<file path="config.mk">
export PLATFORM = sky130hd
export DESIGN_NAME = cls_ram
export DESIGN_NICKNAME = d
export VERILOG_FILES = /design/src/hw/rtl/cls_ram.sv
export SDC_FILE = /design/constraint.sdc
export NUM_CORES = 1
export LEC_CHECK = 0
export BUFFER_PORTS_ARGS = -buffer_cell sky130_fd_sc_hd__buf_2
export CORE_MARGIN = 10
export CORE_UTILIZATION = 45
export CTS_CLUSTER_DIAMETER = 60
export CTS_CLUSTER_SIZE = 20
export DETAILED_ROUTE_END_ITERATION = 6
export GPL_TIMING_DRIVEN = 0
export SLEW_MARGIN = 20
export SYNTH_ARGS = -nofsm -noshare
export SYNTH_HDL_FRONTEND = slang
export SYNTH_SLANG_ARGS = --single-unit
</file>
<file path="constraint.sdc">
create_clock -name aclk -period 2.3 [get_ports aclk]
set_input_delay 0.23 -clock aclk [delete_from_list [all_inputs] [get_ports aclk]]
set_output_delay 0.23 -clock aclk [all_outputs]
set_load 0.02 [all_outputs]
</file>
<file path="src/hw/rtl/cls_ram.sv">
`timescale 1ns / 1ps
// ----------------------------------------------------------------------------
// cls_ram
// Simple dual-port RAM: one write port, one read port with registered data.
// ----------------------------------------------------------------------------
module cls_ram #(
    parameter int WIDTH = 8,
    parameter int DEPTH = 32
) (
    input  logic                     aclk,
    input  logic                     we,
    input  logic [$clog2(DEPTH)-1:0] waddr,
    input  logic [WIDTH-1:0]         wdata,
    input  logic [$clog2(DEPTH)-1:0] raddr,
    output logic [WIDTH-1:0]         rdata
);

    logic [WIDTH-1:0] mem [DEPTH];

    always_ff @(posedge aclk) begin
        if (we) begin
            mem[waddr] <= wdata;
        end
        rdata <= mem[raddr];
    end

endmodule

</file>
==> flow_summary.toml <==
[logic_synthesis]
synth-seq-cells = 264
yosysSeqAreaShare_pct = 78.1
post_synth_num_cell_types = 15
synth.net_count = 437
postSynthAreaPerCell_um2 = 24.1
synth_warnings = 0
synth_area_leader_cell = "edfxtp_1"
synth_area_mm2 = 0.0101
synth_top_cells_by_area = "edfxtp_1, mux4_2, dfxtp_1, nor2_1, mux2_2"
synth_top_area_share_pct = 76.5
syn-instance-count = 417

[drt]
initialDrtViolationCount = 335
wl_per_cell_um = 26.9
dr_drc_count = 0
dr_total_vias = 4264
wl_um = 20100
viasPerCell = 5.71
dr.pass1.iters = 4
antenna_violating_nets_post_route = 0

[global_route]
grt_max_degree = 33
number_of_antenna_violations_at_the_first_check_in_global_routing = 2
grt_pass1_vias = 4514
globalRoute.totalOverflow = 0
grt_pass1_wl_um = 30400
groute.usage.overall_pct = 14.2

[floorplanning]
rows = 54
coreArea_mm2 = 0.0219
die_width_um = 169
dieHeight_um = 169
overall_die_area_mm2 = 0.0287
pin_count = 28
floorplan.initialDensity_pct = 45.9

[placement]
dpl.cell_count = 719
hpwlAfterDp_um = 13300
place_congestion = 0.752
port-buffer-count = 22

[clocking]
clkTransAtPathRegs_ns = 0.08
htree_levels = 1
cts.root.buffer_cell = "clkbuf_16"
source_to_sink_clock_delay_at_the_later_pin_of_the_worst_skew_pair_ns = 0.49
tritoncts = "built"
post_cts.repair.setup_buffers = 0
clock_tree.buffer_depth = 3
cts.sink_count = 264
cts_made_buffers = 17

[timing]
finalHoldViolCount = 0
worst_slew_margin_rel_pct = 35.4
finalHoldWorstSlack_ns = 0.257
report.final.slew_viol_count = 0
setup_viol = 0
worst-slew-pin-transition_ns = 0.969
fin_crit_sh_pct = 98.6
final.setup_skew_ns = 0.0121
final_min_period_ns = 2.27
fmax_ghz = 0.441
rsz0062_at_grt = "no"

[setup_path]
cpPeakStageDelay_ns = 0.64
cp-end-kind = "flip-flop"
data_required_time_of_the_critical_path_ns = 2.68
critical_path_class = "input pin to flip-flop"
critical_path_buf_inv_count = 2
path_max_fanout = 10
timing.critical_path.from_type = "input pin"
worst_ep_arrival_time_ns = 2.64
crit_path_frequent_cell = "mux4_2"
worst_path_dominant_cell_family = "multiplexers"
crit_path_cell_trace = "clkbuf_1, buf_1, mux4_2, mux4_2, mux2_2"
cp_slowest_cell = "buf_1"

[finish]
top_library_cells_by_usage_in_the_layout_fill_and_taps_aside = "edfxtp_1, mux4_2, nor2_1"
final_nets = 478
fillCellCount = 1765
mostFrequentLayoutCell = "edfxtp_1"
multi_input_area_mm2 = 0.00210
fraction_of_final_layout_cells_sized_beyond_drive_strength_1_pct = 30.4
areaGrowthSynthToFinish_pct = 9.79
final-instance-count-excl-fill = 747
area.sequential_mm2 = 0.00785
diodes = 0

[worst_hold_path]
hold_class = "input pin to flip-flop"

[run_status]
outcome = "finished clean"

[pwr]
power.leakage_nw = 3.36
vdd.ir_drop.worst_mv = 0.428
pwr_density_cell_mw_per_mm2 = 812

[flow_run]
max_capacitance_violation_total = 0
## synthesized netlist by cell type (all sizes together)
cell,instances
clkbuf,6
dfxtp,8
or3b,3
nand3b,5
mux2,8
mux4,80
edfxtp,256
or3,1
nand2,1
nor2,33
nand3,2
buf,14
## logic make-up after synthesis
kind of cell | after synthesis | synth area share [%]
multiplexers | 88 | 18.8
flip-flops | 264 | 78.1
AND/OR/NAND/NOR | 45 | 2.07
buffers and inverters | 20 | 1.06
## report_power, final
part           switching, W  total (W)  internal [W]
Sequential        0.0000168    0.00536       0.00534
Clock               0.00148    0.00308       0.00160
Combinational      0.000308   0.000526      0.000218
## per-layer routing
metal	up-vias	GRT usage (%)	wire (µm)
li1	1852	-	-
met1	2293	21.1	8890
met2	95	21.7	9600
met3	20	2.45	1310
met4	4	3.26	260
met5	-	0	23
## metrics by stage
step / power (W) / utilization (%) / worst slack [ns] / area (µm²) / setup TNS (ns)
6_report: 0.00897 / 50.4 / 0.0324 / 11000 / 0
2_1_floorplan: 0.00577 / - / 0.268 / 10100 / 0
5_1_grt: 0.00926 / 50.4 / 0.000185 / 11000 / 0
4_1_cts: 0.00905 / 50.4 / 0.0238 / 11000 / 0
3_5_place_dp: 0.00601 / 48.0 / -0.525 / 10500 / -3.87
3_3_place_gp: 0.00599 / 48.0 / -0.524 / 10500 / -3.90
## layout make-up
| type | instances | area share (%) |
|---|---|---|
| tap | 280 | 3.17 |
| clock buffer | 24 | 4.09 |
| timing repair buffer | 22 | 0.998 |
| clock inverter | 4 | 0.646 |
| buffer | 20 | 0.975 |
| sequential | 264 | 71.1 |
| multi-input combinational | 133 | 19.0 |
## flip-flops by register name (all words and copies together) (netlist names)
signal and cells:
rdata 8, mem 256
## path summary, 6_finish.rpt
| kind | start | to | slack [ns] | cells after the start |
|---|---|---|---|---|
| worst min-delay path | wdata[6] | mem[21][6]$_DFFE_PP_ | 0.26 | 1 |
| worst max register to register | mem[21][2]$_DFFE_PP_ | rdata[2]$_DFF_P_ | 0.47 | 3 |
| worst min register to register | mem[30][5]$_DFFE_PP_ | rdata[5]$_DFF_P_ | 0.92 | 3 |
| worst max-delay path | raddr[2] | rdata[4]$_DFF_P_ | 0.03 | 5 |
## repair_timing
item,4_1_cts,5_1_grt
hold buffers,0,0
setup endpoints to repair,1,1
resized for setup,1,1
gates cloned,0,0
(Power assumes the default switching activity.)
